===== config.mk =====
export PLATFORM = sky130hd
export DESIGN_NAME = tlr_ctrl
export DESIGN_NICKNAME = d
export VERILOG_FILES = /design/src/hw/rtl/thin_line_removal_filter_assert.svh /design/src/hw/rtl/tlr_pkg.sv /design/src/hw/rtl/tlr_ctrl.sv
export SDC_FILE = /design/constraint.sdc
export NUM_CORES = 1
export LEC_CHECK = 0
export ABC_CLOCK_PERIOD_IN_PS = 23800
export BUFFER_PORTS_ARGS = -buffer_cell sky130_fd_sc_hd__clkbuf_2
export CORE_ASPECT_RATIO = 1.5
export CORE_MARGIN = 2
export CORE_UTILIZATION = 25
export CTS_BUF_LIST = sky130_fd_sc_hd__clkbuf_4 sky130_fd_sc_hd__clkbuf_8
export DETAILED_ROUTE_END_ITERATION = 16
export GPL_TIMING_DRIVEN = 0
export PLACE_DENSITY = 0.39
export SETUP_SLACK_MARGIN = 0.3
export SLEW_MARGIN = 20
export SYNTH_ARGS = -nofsm -noshare
export SYNTH_HDL_FRONTEND = slang
export SYNTH_SLANG_ARGS = --single-unit

===== constraint.sdc =====
create_clock -name clk -period 23.8 [get_ports clk]
set_input_delay 3.57 -clock clk [delete_from_list [all_inputs] [get_ports clk]]
set_output_delay 3.57 -clock clk [all_outputs]
set_load 0.03 [all_outputs]

===== src/hw/rtl/thin_line_removal_filter_assert.svh =====
// ----------------------------------------------------------------------------
// Thin line removal filter: assertion macros
// Concurrent assertion wrappers, compiled out for synthesis.
// ----------------------------------------------------------------------------
`ifndef THIN_LINE_REMOVAL_FILTER_ASSERT_SVH
`define THIN_LINE_REMOVAL_FILTER_ASSERT_SVH

`ifndef SYNTHESIS
`define TLR_ASSERT_IMP(lbl, clock, rst_n, ante, cons) \
	lbl: assert property (@(posedge clock) disable iff (!(rst_n)) (ante) |-> (cons)) \
		else $error("assertion failed");
`define TLR_ASSERT_NXT(lbl, clock, rst_n, ante, cons) \
	lbl: assert property (@(posedge clock) disable iff (!(rst_n)) (ante) |=> (cons)) \
		else $error("assertion failed");
`else
`define TLR_ASSERT_IMP(lbl, clock, rst_n, ante, cons)
`define TLR_ASSERT_NXT(lbl, clock, rst_n, ante, cons)
`endif

`endif


===== src/hw/rtl/tlr_pkg.sv =====
// ----------------------------------------------------------------------------
// Thin line removal filter package
// Shared widths, register indexes, reset values and control types.
// ----------------------------------------------------------------------------
`default_nettype none

package tlr_pkg;

	localparam int MAX_WIDTH_DEF = 4096;
	localparam int COLOR_W       = 24;
	localparam int WIDTH_REG_W   = 13;
	localparam int HEIGHT_W      = 16;
	localparam int CFG_ADDR_W    = 2;
	localparam int CFG_DATA_W    = 16;

	localparam logic [CFG_ADDR_W-1:0] REG_IMAGE_WIDTH   = 2'd0;
	localparam logic [CFG_ADDR_W-1:0] REG_IMAGE_HEIGHT  = 2'd1;
	localparam logic [CFG_ADDR_W-1:0] REG_FILTER_ENABLE = 2'd2;

	localparam logic [WIDTH_REG_W-1:0] WIDTH_RST  = 13'd640;
	localparam logic [HEIGHT_W-1:0]    HEIGHT_RST = 16'd480;

	localparam logic ACT_PIXEL = 1'b0;
	localparam logic ACT_DRAIN = 1'b1;

	typedef struct packed {
		logic produce;
		logic vert;
		logic interior;
		logic wr_raw;
		logic eoi;
	} tlr_step_t;

endpackage

`default_nettype wire


===== src/hw/rtl/tlr_ctrl.sv =====
// ----------------------------------------------------------------------------
// Thin line removal control
// Configuration registers, row and column counters, per-item decode and
// line buffer read addresses for the next item.
// ----------------------------------------------------------------------------
`default_nettype none

module tlr_ctrl #(
	parameter int MAX_WIDTH = tlr_pkg::MAX_WIDTH_DEF
) (
	input  wire logic                              clk,
	input  wire logic                              arst_n,
	input  wire logic                              wr_en,
	input  wire logic [tlr_pkg::CFG_ADDR_W-1:0]    wr_index,
	input  wire logic [tlr_pkg::CFG_DATA_W-1:0]    wr_data,
	input  wire logic                              accept,
	input  wire logic                              action,
	output tlr_pkg::tlr_step_t                     step,
	output logic      [$clog2(MAX_WIDTH)-1:0]      col,
	output logic      [$clog2(MAX_WIDTH)-1:0]      rd_addr,
	output logic      [$clog2(MAX_WIDTH)-1:0]      rd_addr_right
);

	localparam int COL_W = $clog2(MAX_WIDTH);
	localparam int WB    = $clog2(MAX_WIDTH + 1);
	localparam int XW    = (WB > tlr_pkg::WIDTH_REG_W) ? WB : tlr_pkg::WIDTH_REG_W;

	logic [tlr_pkg::WIDTH_REG_W-1:0] width_q;
	logic [tlr_pkg::HEIGHT_W-1:0]    height_q;
	logic                            enable_q;
	logic [COL_W-1:0]                col_q;
	logic [tlr_pkg::HEIGHT_W-1:0]    row_q;

	logic [XW-1:0]                   w_ext;
	logic [WB-1:0]                   w;
	logic [tlr_pkg::HEIGHT_W-1:0]    h;
	logic [WB-1:0]                   col_p1;
	logic                            last_col;
	logic                            row_lt_h;
	logic                            advance;
	logic [COL_W-1:0]                col_d;
	logic [tlr_pkg::HEIGHT_W-1:0]    row_d;

	always_ff @(posedge clk or negedge arst_n) begin
		if (!arst_n) begin
			width_q  <= tlr_pkg::WIDTH_RST;
			height_q <= tlr_pkg::HEIGHT_RST;
			enable_q <= 1'b1;
		end else if (wr_en) begin
			case (wr_index)
				tlr_pkg::REG_IMAGE_WIDTH:   width_q  <= wr_data[tlr_pkg::WIDTH_REG_W-1:0];
				tlr_pkg::REG_IMAGE_HEIGHT:  height_q <= wr_data[tlr_pkg::HEIGHT_W-1:0];
				tlr_pkg::REG_FILTER_ENABLE: enable_q <= wr_data[0];
				default: ;
			endcase
		end
	end

	always_comb begin
		w_ext = XW'(width_q);
		if (width_q == '0) begin
			w = WB'(1);
		end else if (w_ext > XW'(MAX_WIDTH)) begin
			w = WB'(MAX_WIDTH);
		end else begin
			w = WB'(w_ext);
		end
		h = (height_q == '0) ? tlr_pkg::HEIGHT_W'(1) : height_q;

		col      = (WB'(col_q) >= w) ? COL_W'(w - WB'(1)) : col_q;
		col_p1   = WB'(col) + WB'(1);
		last_col = (col_p1 >= w);
		row_lt_h = (row_q < h);

		step          = '0;
		step.interior = enable_q && (col != '0) && (col_p1 < w);
		if (action == tlr_pkg::ACT_PIXEL) begin
			step.wr_raw  = row_lt_h;
			step.produce = row_lt_h && (row_q != '0);
			step.vert    = (row_q >= tlr_pkg::HEIGHT_W'(2));
		end else begin
			step.produce = !row_lt_h;
			step.eoi     = last_col;
		end
		advance = step.produce || step.wr_raw;

		col_d = col_q;
		row_d = row_q;
		if (accept && advance) begin
			col_d = last_col ? '0 : COL_W'(col_p1);
			if (last_col) begin
				row_d = (action == tlr_pkg::ACT_PIXEL) ? row_q + tlr_pkg::HEIGHT_W'(1) : '0;
			end
		end

		rd_addr       = (WB'(col_d) >= w) ? COL_W'(w - WB'(1)) : col_d;
		rd_addr_right = rd_addr + COL_W'(1);
	end

	always_ff @(posedge clk or negedge arst_n) begin
		if (!arst_n) begin
			col_q <= '0;
			row_q <= '0;
		end else begin
			col_q <= col_d;
			row_q <= row_d;
		end
	end

endmodule

`default_nettype wire


==> results of run 1 <==
-- layer usage --
metal  up-vias  global-route usage  wire length (µm)
li1       2506                   -                 -
met1      2579               0.196              8060
met2       161               0.332             10700
met3        32              0.0241               761
met4         0              0.0647               575
met5         -                   0                 0
-- synthesized netlist by cell type (all sizes together) (6+ instances only) --
cell type / count / area [µm²]
clkbuf: 17 / 63.8
a211oi: 7 / 57.6
dfstp: 7 / 184
mux2: 37 / 420
inv: 37 / 139
nand4: 18 / 113
o21ai: 28 / 140
nand3: 22 / 110
xnor2: 20 / 175
nand2b: 6 / 37.5
and2: 8 / 52.6
nor3: 19 / 95.1
a21oi: 37 / 185
nand2: 56 / 210
nor4: 16 / 115
buf: 7 / 47.6
o21a: 7 / 52.6
nor2: 58 / 218
or3: 8 / 50.1
o211ai: 12 / 95.1
xor2: 15 / 131
dfrtp: 51 / 1280
ha: 59 / 738
nor3b: 6 / 45.0
-- critical path: cells and delay by family, from the launching register on --
kind | cells | cell delay [ns]
flip-flops | 1 | 0.36
buffers and inverters | 8 | 2.74
AND/OR/NAND/NOR | 14 | 3.88
AO/OA/AOI/OAI | 14 | 3.32
XOR/XNOR | 2 | 0.26
adder cells (fa/ha/maj) | 5 | 1.30
multiplexers | 1 | 0.39
-- registers in the layout, indices dropped and copies added (netlist names) --
name and count:
col_q 12, enable_q 1, w_ext 13, row_q 16, height_q 16
-- stage by stage --
step | area (µm²) | cells | hold slack (ns) | worst slack [ns]
2_1_floorplan | 5440 | 637 | 0.493 | 10.0
3_3_place_gp | 6100 | 972 | 0.526 | 7.79
3_5_place_dp | 6130 | 973 | 0.535 | 7.67
4_1_cts | 6310 | 989 | 0.553 | 7.22
5_1_grt | 6320 | 989 | 0.583 | 6.64
6_report | 6320 | 989 | 0.552 | 7.60
-- cell usage in the layout (no fill, tap or decap), types with 8 or more instances in the layout --
cell type,count
clkbuf_2,62
ha_1,59
nor2_1,58
nand2_1,56
dfrtp_1,51
a21oi_1,37
inv_1,36
mux2_2,36
o21ai_0,26
nand3_1,22
xnor2_1,20
nor3_1,19
nand4_1,18
clkbuf_1,17
nor4_1,15
xor2_1,15
o211ai_1,11
clkbuf_8,10
or3_1,8
-- kinds of logic after synthesis --
family,count (synthesis),share of synthesized area
and+or+nand+nor,246,0.235
AOI/OAI and AO/OA,137,0.174
buffers and inverters,61,0.0460
adders and majority gates,59,0.136
DFF,58,0.268
muxes,41,0.0846
xor gates and xnor gates,35,0.0563
-- final timing paths --
kind | from | end | slack [ns]
worst max-delay path | w_ext[2]$_DFFE_PN0P_ | rd_addr_right[8] | 7.60
worst min-delay path | height_q[9]$_DFFE_PN0P_ | height_q[9]$_DFFE_PN0P_ | 0.55
worst max register to register | w_ext[2]$_DFFE_PN0P_ | row_q[13]$_DFFE_PN0P_ | 15.12
worst min register to register | height_q[9]$_DFFE_PN0P_ | height_q[9]$_DFFE_PN0P_ | 0.55
max in group asynchronous | arst_n | enable_q$_DFFE_PN1P_ | 20.09
min in group asynchronous | arst_n | row_q[12]$_DFFE_PN0P_ | 3.11
-- cell type report --
cell class / count / area share
Clock inverter: 6 / 0.00653
Inverter: 37 / 0.0220
Sequential cell: 58 / 0.231
Multi-Input combinational cell: 518 / 0.592
Buffer: 24 / 0.0176
Timing Repair Buffer: 64 / 0.0547
Tap cell: 272 / 0.0539
Clock buffer: 10 / 0.0218
==> impl_results.md, run 1 <==
- Antenna violations before repair: 0
- H-Tree Depth: 3
- WL final: 20.1 mm
- Required @ worst endpoint: ~20 ns
- Nets: 794
- R2R depth: 29
- Synth Register Bits: 58
- Crit Path Category: reg -> out
- Number of global-route vias before repair: 5244
- Crit path DAT: approximately 13 ns
- Mapped Cells: 637
- Wire length per cell: approximately 20 µm
- Fin Clk Skew: 0.0211 ns
- Clk sink count: just under 60
- Pre-Repair DR Iteration Count: 5
- Gr ovfl total: 0
- Finished Core Util: 0.293
- CTS root buffer: clkbuf_8
- FF/Latch Area: 0.00146 mm²
- Antenna viol nets, final: 0
- Synth async-reset ratio: 1.00
- Outcome: completed
- Share of layout cells above drive strength 1: 0.201
- CTS resizes: 0
- Actual slew at the worst max-slew pin: 1.05 ns
- Layout Area Growth over Synthesis: 16.1%
- Core Region: 0.0216 mm²
- Setup crit start kind: register
- Largest net degree at the start of global routing: 41
- Drc violations: 0
- Crit path max fanout: 10
- Chip height: 185 µm
- GPL Wtd Cong: 0.878
- Clk_lat worst skew: 0.37 ns
- Area of the multi-input gates: 0.00374 mm²
- Slew Viols, Final: 0
- Final worst path period share: 0.681
- First-pass GRT wire length: 30.6 mm
- HPWL after DPL: 16.4 mm
- Final worst path period need: 16.20 ns
- ANT cells: 0
- Sum of negative setup slack: 0 ns
- Yosys cell types: 71
- Final-report hold violation count: 0
- FMAX: 61.7 MHz
- Initial DRC count: 342
- Filler instances: 2379
- Rel. slew slack: 0.280
- Netlist Area Pre-Place: 0.00544 mm²
- Cts bufs inserted: 9
- Vias per inst: 5.34
- Post-CTS Hold Buffers: 0
- Number of synthesized flops with an enable pin: 0
- Die footprint: 0.0230 mm²
- Max Cap Violations: 0
- Syn_nets: 719
- Hold Path Stages: 1
- I/O Buffers: 63
- Synth warn: 0
- IO Pins: 64
- Slowest cell delay on critical path: 0.58 ns
- Post-CTS Setup Bufs: 0
- Die width: 124 µm
- CTS Buffer Depth: 2
- CTS tree: built
- RSZ-0062 raised after global routing: no
- Clock slew at reported path FFs: 0.07 ns
- CP max stage cell: or4_1
- Sequential share of the synthesized area: 0.268
- Starting density of the core: 0.252
- HP Class: reg -> reg
- Final Setup Violations: 0
- Cell mode on critical path: ha_1
- CP endpoint kind: output pin
- Vias: 5278
- Top_reg_cell synth: dfrtp_1
- Syn Area/Cell: 8.54 µm²
- Site Rows: 66
- GRT Total Usage: 0.175
Power of run 1 is not shown: default switching activity piles up to over one toggle a cycle in this logic, so the estimate is an artifact.
==> inputs of run 2 (changes only) <==
--- a/config.mk
+++ b/config.mk
@@ -5,7 +5,7 @@
 export SDC_FILE = /design/constraint.sdc
 export NUM_CORES = 1
 export LEC_CHECK = 0
-export ABC_CLOCK_PERIOD_IN_PS = 23800
+export ABC_CLOCK_PERIOD_IN_PS = 15200
 export BUFFER_PORTS_ARGS = -buffer_cell sky130_fd_sc_hd__clkbuf_2
 export CORE_ASPECT_RATIO = 1.5
 export CORE_MARGIN = 2
==> constraint.sdc (replaced) <==
create_clock -name clk -period 15.2 [get_ports clk]
set_input_delay 2.28 -clock clk [delete_from_list [all_inputs] [get_ports clk]]
set_output_delay 2.28 -clock clk [all_outputs]
set_load 0.03 [all_outputs]
==> run 2 against run 1 <==
Compared with the run above: register-to-register slack worse by 8.3 ns; highest routed layer unchanged; wire length up 0.14%; global-route usage unchanged; clock-buffer cell count unchanged; critical path type unchanged.
==> impl_results.md, run 2 (synthesis gave the netlist of run 1 again) <==
- Crit Path Category: reg -> out (unchanged)
- Gr ovfl total: 0 (unchanged)
- Clk_lat worst skew: 0.36 ns (was 0.37 ns)
- Max Cap Violations: 0 (unchanged)
- ANT cells: 0 (unchanged)
- HP Class: reg -> reg (unchanged)
- Outcome: completed (unchanged)
- R2R depth: 28 (was 29)
- Pre-Repair DR Iteration Count: 5 (unchanged)
- Area of the multi-input gates: 0.00376 mm² (was 0.00374 mm²)
- Commonest non-fill, non-tap cell in the layout: clkbuf_2 (unchanged)
- Setup crit start kind: register (unchanged)
- Final Instance Area: 0.00634 mm² (was 0.00632 mm²)
- CTS Buffer Depth: 2 (unchanged)
- Cell Area, Placed: 0.00613 mm² (unchanged)
- Rel. slew slack: 0.293 (was 0.280)
- CTS tree: built (unchanged)
- First-pass GRT wire length: 30.6 mm (unchanged)
- FF/Latch Area: 0.00146 mm² (unchanged)
- Final Setup Violations: 0 (unchanged)
- Hold_sp: height_q[9]$_DFFE_PN0P_ (unchanged)
- Crit path max fanout: 10 (unchanged)
- IO Pins: 64 (unchanged)
- Drc violations: 0 (unchanged)
- Required @ worst endpoint: 12.92 ns (was 20.23 ns)
- Core Region: 0.0216 mm² (unchanged)
- HPWL after DPL: 16.4 mm (unchanged)
- GRT Total Usage: 0.175 (unchanged)
- Hold endpoint: height_q[9]$_DFFE_PN0P_ (unchanged)
- Largest net degree at the start of global routing: 41 (unchanged)
- Wire length per cell: 20.3 µm (about the same)
- FMAX: 71.1 MHz
- Reg2reg start: w_ext[2]$_DFFE_PN0P_ (unchanged)
- GPL Wtd Cong: 0.878 (unchanged)
- Clk sink count: 58 (unchanged)
- # placed instances: 973 (unchanged)
- Slew Viols, Final: 0 (unchanged)
- Starting density of the core: 0.252 (unchanged)
- Worst r2r dst: row_q[13]$_DFFE_PN0P_ (unchanged)
- CP max stage cell: or4_1 (unchanged)
- Nets: 794 (unchanged)
- Site Rows: 66 (unchanged)
- Vias: 5252 (was 5278)
- Hold Path Stages: 1 (unchanged)
- Layout Area Growth over Synthesis: 16.5% (was 16.1%)
- Die footprint: 0.0230 mm² (unchanged)
- Cell Count, Final, Fillers Out: 989 (unchanged)
- Final worst path period share: 0.926
- Most frequent cells in the layout: clkbuf_2 (65), ha_1 (59), nor2_1 (57) (was clkbuf_2 (62), ha_1 (59), nor2_1 (58))
- Antenna viol nets, final: 0 (unchanged)
- Reg2Reg Setup Slack: 6.78 ns (was 15.12 ns)
- RSZ-0062 raised after global routing: no (unchanged)
- Final-report hold violation count: 0 (unchanged)
- Slowest cell delay on critical path: 0.60 ns (was 0.58 ns)
- Antenna violations before repair: 0 (unchanged)
- Cell mode on critical path: ha_1 (unchanged)
- Actual slew at the worst max-slew pin: 1.03 ns (was 1.05 ns)
- Post-CTS Hold Buffers: 0 (unchanged)
- CTS root buffer: clkbuf_8 (unchanged)
- Cts bufs inserted: 9 (unchanged)
- Finished Core Util: 0.294 (was 0.293)
- Initial DRC count: 386 (was 342)
- Filler instances: 2378 (was 2379)
- Final worst path period need: 14.07 ns
- I/O Buffers: 63 (unchanged)
- H-Tree Depth: 3 (unchanged)
- Fin Clk Skew: 0.0178 ns (was 0.0211 ns)
- Sum of negative setup slack: 0 ns (unchanged)
- Die width: 124 µm (unchanged)
- Crit path DAT: 11.79 ns (was 12.63 ns)
- Vias per inst: 5.31 (was 5.34)
- Chip height: 185 µm (unchanged)
- Clock slew at reported path FFs: 0.07 ns (about the same)
- CP endpoint kind: output pin (unchanged)
- Share of layout cells above drive strength 1: 0.208 (was 0.201)
- WL final: 20.1 mm (about the same)
- Number of global-route vias before repair: 5244 (unchanged)
-- run 2: cell counts in the layout (fill, tap and decap cells not counted) --
No cell type changed its count.
-- run 2: layer usage --
metal,global-route usage,wire length [µm]
met1,0.196,8070
met2,0.332,10700
met3,0.0241,734
met4,0.0647,612
met5,0,0
-- run 2: layout make-up --
class / instances / area share
clock inverter: 6 / 0.00651
buffer: 24 / 0.0182
inverter: 37 / 0.0219
tap: 272 / 0.0537
sequential: 58 / 0.230
clock buffer: 10 / 0.0217
timing repair buffer: 64 / 0.0545
multi-input combinational: 518 / 0.593
-- run 2: how the worst max path moves through the flow --
| stage | start | to | slack (ns) | cells past startpoint |
|---|---|---|---|---|
| CTS | w_ext[2]$_DFFE_PN0P_ | rd_addr_right[8] | 0.39 | 44 |
| global placement | w_ext[2]$_DFFE_PN0P_ | rd_addr_right[8] | 0.48 | 44 |
| finish | w_ext[2]$_DFFE_PN0P_ | rd_addr_right[8] | 1.13 | 43 |
| detailed placement | w_ext[2]$_DFFE_PN0P_ | rd_addr_right[8] | 0.36 | 44 |
| global route | w_ext[6]$_DFFE_PN0P_ | rd_addr_right[8] | 0.37 | 44 |
| floorplan | w_ext[2]$_DFFE_PN0P_ | rd_addr_right[10] | 2.69 | 42 |
-- run 2: timing repair --
action,in CTS,in global routing
gates resized for setup,2,7
buffers inserted,0,0
endpoints found under the setup margin,2,6
-- run 2: through the flow --
stage	hold slack (ns)	setup WS (ns)
after global placement	0.526	0.479
after CTS	0.553	0.393
final	0.552	1.13
after floorplan	0.493	2.69
after global routing	0.583	0.373
after detailed placement	0.535	0.356
-- run 2: critical path, delay by kind of cell, from the launching register on --
family	cells	cell delay (ns)
mux	1	0.39
buf+inv	8	2.47
fa+ha+maj	5	1.27
xor+xnor	2	0.26
simple gates	14	3.69
compound gates	13	2.96
flops	1	0.36
Power of run 2 is left out for the same reason.
==> inputs of run 3 (changes only) <==
--- a/config.mk
+++ b/config.mk
@@ -5,6 +5,7 @@
 export SDC_FILE = /design/constraint.sdc
 export NUM_CORES = 1
 export LEC_CHECK = 0
+export ABC_AREA = 1
 export ABC_CLOCK_PERIOD_IN_PS = 15200
 export BUFFER_PORTS_ARGS = -buffer_cell sky130_fd_sc_hd__clkbuf_2
 export CORE_ASPECT_RATIO = 1.5
==> run 3 against run 2 <==
Compared with the run above: clock-buffer cell count up 1; die area is 5.5% higher; non-clock buffer count fell by 11; clock skew down 0.0030 ns; setup slack improved by 2.2 ns; utilization decreased by 0.32 points.
==> impl_results.md, run 3 <==
- Hold endpoint: w_ext[9]$_DFFE_PN1P_ (was height_q[9]$_DFFE_PN0P_)
- Initial DRC count: 224 (was 386)
- Post-CTS Hold Buffers: 0 (unchanged)
- Antenna viol nets, final: 0 (unchanged)
- Core Region: 0.0228 mm² (was 0.0216 mm²)
- Most frequent cells after synthesis: nand2_1 (247), inv_1 (119), nand3_1 (69) (was ha_1 (59), nor2_1 (58), nand2_1 (56))
- ANT cells: 0 (unchanged)
- Starting density of the core: 0.252 (about the same)
- Synth warn: 0 (unchanged)
- CTS tree: built (unchanged)
- CP max stage cell: a41oi_2 (was or4_1)
- Final Instance Area: 0.00664 mm² (was 0.00634 mm²)
- FF/Latch Area: 0.00146 mm² (unchanged)
- GPL Wtd Cong: 0.850 (was 0.878)
- Synth async-reset ratio: 1.00 (unchanged)
- GRT Total Usage: 0.167 (was 0.175)
- Largest cells by area after synthesis: dfrtp_1 (22%), nand2_1 (16%), ha_1 (13%) (was dfrtp_1 (23%), ha_1 (14%), mux2_2 (7.4%))
- Sequential share of the synthesized area: 0.254 (was 0.268)
- Cell Area, Placed: 0.00643 mm² (was 0.00613 mm²)
- Antenna violations before repair: 0 (unchanged)
- Hold Path Stages: 2 (was 1)
- Outcome: completed (unchanged)
- Fin Clk Skew: 0.0149 ns (was 0.0178 ns)
- Wire length per cell: 16.2 µm (was 20.3 µm)
- Most frequent cells in the layout: nand2_1 (247), inv_1 (119), nand3_1 (69) (was clkbuf_2 (65), ha_1 (59), nor2_1 (57))
- I/O Buffers: 62 (was 63)
- Cell mode on critical path: nand2_1 (was ha_1)
- CTS root buffer: clkbuf_8 (unchanged)
- Drc violations: 0 (unchanged)
- Cts bufs inserted: 9 (unchanged)
- Slew Viols, Final: 0 (unchanged)
- Final hold slack: 0.500 ns (was 0.552 ns)
- Filler instances: 2598 (was 2378)
- Slowest cell delay on critical path: 0.53 ns (was 0.60 ns)
- Top_reg_cell synth: dfrtp_1 (unchanged)
- RSZ-0062 raised after global routing: no (unchanged)
- Chip height: 190 µm (was 185 µm)
- Netlist Area Pre-Place: 0.00575 mm² (was 0.00544 mm²)
- Synth Area in Compound Gates: 0.105 (was 0.174)
- Area of the multi-input gates: 0.00371 mm² (was 0.00376 mm²)
- Post-CTS Setup Bufs: 0 (unchanged)
- CP endpoint kind: output pin (unchanged)
- FMAX: 84.2 MHz (was 71.1 MHz)
- Mapped Cells: 850 (was 637)
- Crit path DAT: 9.59 ns (was 11.79 ns)
- Pre-Repair DR Iteration Count: 5 (unchanged)
- Final-report hold violation count: 0 (unchanged)
- Post-Synth XOR/XNOR Area: 0.0152 (was 0.0563)
- Required @ worst endpoint: 12.92 ns (about the same)
- HP Class: reg -> reg (unchanged)
- Post-synthesis mux area share: 0 (was 0.0846)
- Share of layout cells above drive strength 1: 0.197 (was 0.208)
- Syn_nets: 932 (was 719)
- Number of synthesized flops with an enable pin: 0 (unchanged)
- Clock slew at reported path FFs: 0.08 ns (was 0.07 ns)
- Worst r2r dst: row_q[12]$_DFFE_PN0P_ (was row_q[13]$_DFFE_PN0P_)
- CTS Buffer Depth: 2 (unchanged)
- Adder-Cell Fraction of Synth Area: 0.128 (was 0.136)
- IO Pins: 64 (unchanged)
- Crit Path Category: reg -> out (unchanged)
- Site Rows: 68 (was 66)
- HPWL after DPL: 16.5 mm (was 16.4 mm)
- Hold_sp: w_ext[9]$_DFFE_PN1P_ (was height_q[9]$_DFFE_PN0P_)
- Reg2Reg Setup Slack: 8.61 ns (was 6.78 ns)
- Layout Area Growth over Synthesis: 15.4% (was 16.5%)
- Final worst path period need: 11.87 ns (was 14.07 ns)
- Synth area leader: dfrtp_1 (unchanged)
- WL final: 19.6 mm (was 20.1 mm)
- Nets: 1006 (was 794)
- Vias: 5506 (was 5252)
- Gr ovfl total: 0 (unchanged)
- Largest family of logic cells by synthesized area: simple AND/OR/NAND/NOR gates (unchanged)
- Synth Area in Simple Gates: 0.397 (was 0.235)
- Sum of negative setup slack: 0 ns (unchanged)
- R2R depth: 37 (was 28)
- Largest net degree at the start of global routing: 33 (was 41)
- Syn Area/Cell: 6.76 µm² (was 8.54 µm²)
- Setup crit start kind: register (unchanged)
- Final Setup Violations: 0 (unchanged)
- Die footprint: 0.0242 mm² (was 0.0230 mm²)
- Yosys cell types: 47 (was 71)
- CTS resizes: 0 (was 2)
- Number of global-route vias before repair: 5568 (was 5244)
- H-Tree Depth: 3 (unchanged)
- Max Cap Violations: 0 (unchanged)
- Die width: 128 µm (was 124 µm)
- First-pass GRT wire length: 31.0 mm (was 30.6 mm)
- Final worst path period share: 0.781 (was 0.926)
- Synth Register Bits: 58 (unchanged)
- Top-count cell post-synth: nand2_1 (was ha_1)
- Vias per inst: 4.55 (was 5.31)
- Crit path max fanout: 10 (unchanged)
- Clk_lat worst skew: 0.35 ns (was 0.36 ns)
- Actual slew at the worst max-slew pin: 0.580 ns (was 1.03 ns)
- Top cell type's share of synthesized area: 0.222 (was 0.235)
- Reg2reg start: w_ext[3]$_DFFE_PN0P_ (was w_ext[2]$_DFFE_PN0P_)
- Commonest non-fill, non-tap cell in the layout: nand2_1 (was clkbuf_2)
- Rel. slew slack: 0.608 (was 0.293)
- Clk sink count: 58 (unchanged)
[run 3: logic make-up (layout without fill, tap and decap cells)]
family | after synthesis | count (layout)
AOI/OAI and AO/OA | 100 | 100
xor gates and xnor gates | 10 | 10
adders and majority gates | 59 | 59
buffers and inverters | 146 | 225
DFF | 58 | 58
and+or+nand+nor | 477 | 477
[run 3: stage by stage]
step,setup WS [ns],util,instances
6_report,3.33,0.291,1209
5_1_grt,2.58,0.291,1209
4_1_cts,3.21,0.291,1209
3_5_place_dp,3.62,0.282,1193
3_3_place_gp,3.58,0.281,1192
2_1_floorplan,5.26,-,850
[run 3: layer usage]
layer	global-route usage	wire length, µm
met4	0.0511	403
met5	0	0
met2	0.333	11000
met3	0.0127	361
met1	0.185	7810
[run 3: worst max-delay path by stage]
stage	from	end	depth (start not counted)
floorplan	w_ext[3]$_DFFE_PN0P_	rd_addr_right[8]	49
global placement	w_ext[2]$_DFFE_PN0P_	rd_addr_right[8]	48
detailed placement	w_ext[3]$_DFFE_PN0P_	rd_addr_right[8]	48
CTS	w_ext[3]$_DFFE_PN0P_	rd_addr_right[8]	48
global route	w_ext[4]$_DFFE_PN0P_	rd_addr_right[8]	48
finish	w_ext[3]$_DFFE_PN0P_	rd_addr_right[9]	48
[run 3: area by class of cell]
cell class                      count  area share
Multi-Input combinational cell    646       0.559
Sequential cell                    58       0.220
Inverter                          132      0.0754
Tap cell                          280      0.0528
Timing Repair Buffer               63      0.0502
Clock buffer                       11      0.0228
Buffer                             14      0.0121
Clock inverter                      5     0.00792
[run 3: worst max-delay path, delay by kind of cell, from the launching register on]
kind	cells	cell delay, ns
fa+ha+maj	4	1.08
compound gates	5	1.49
flops	1	0.48
simple gates	30	4.25
buf+inv	8	1.76
xor+xnor	1	0.14
Power of run 3 is left out for the same reason.
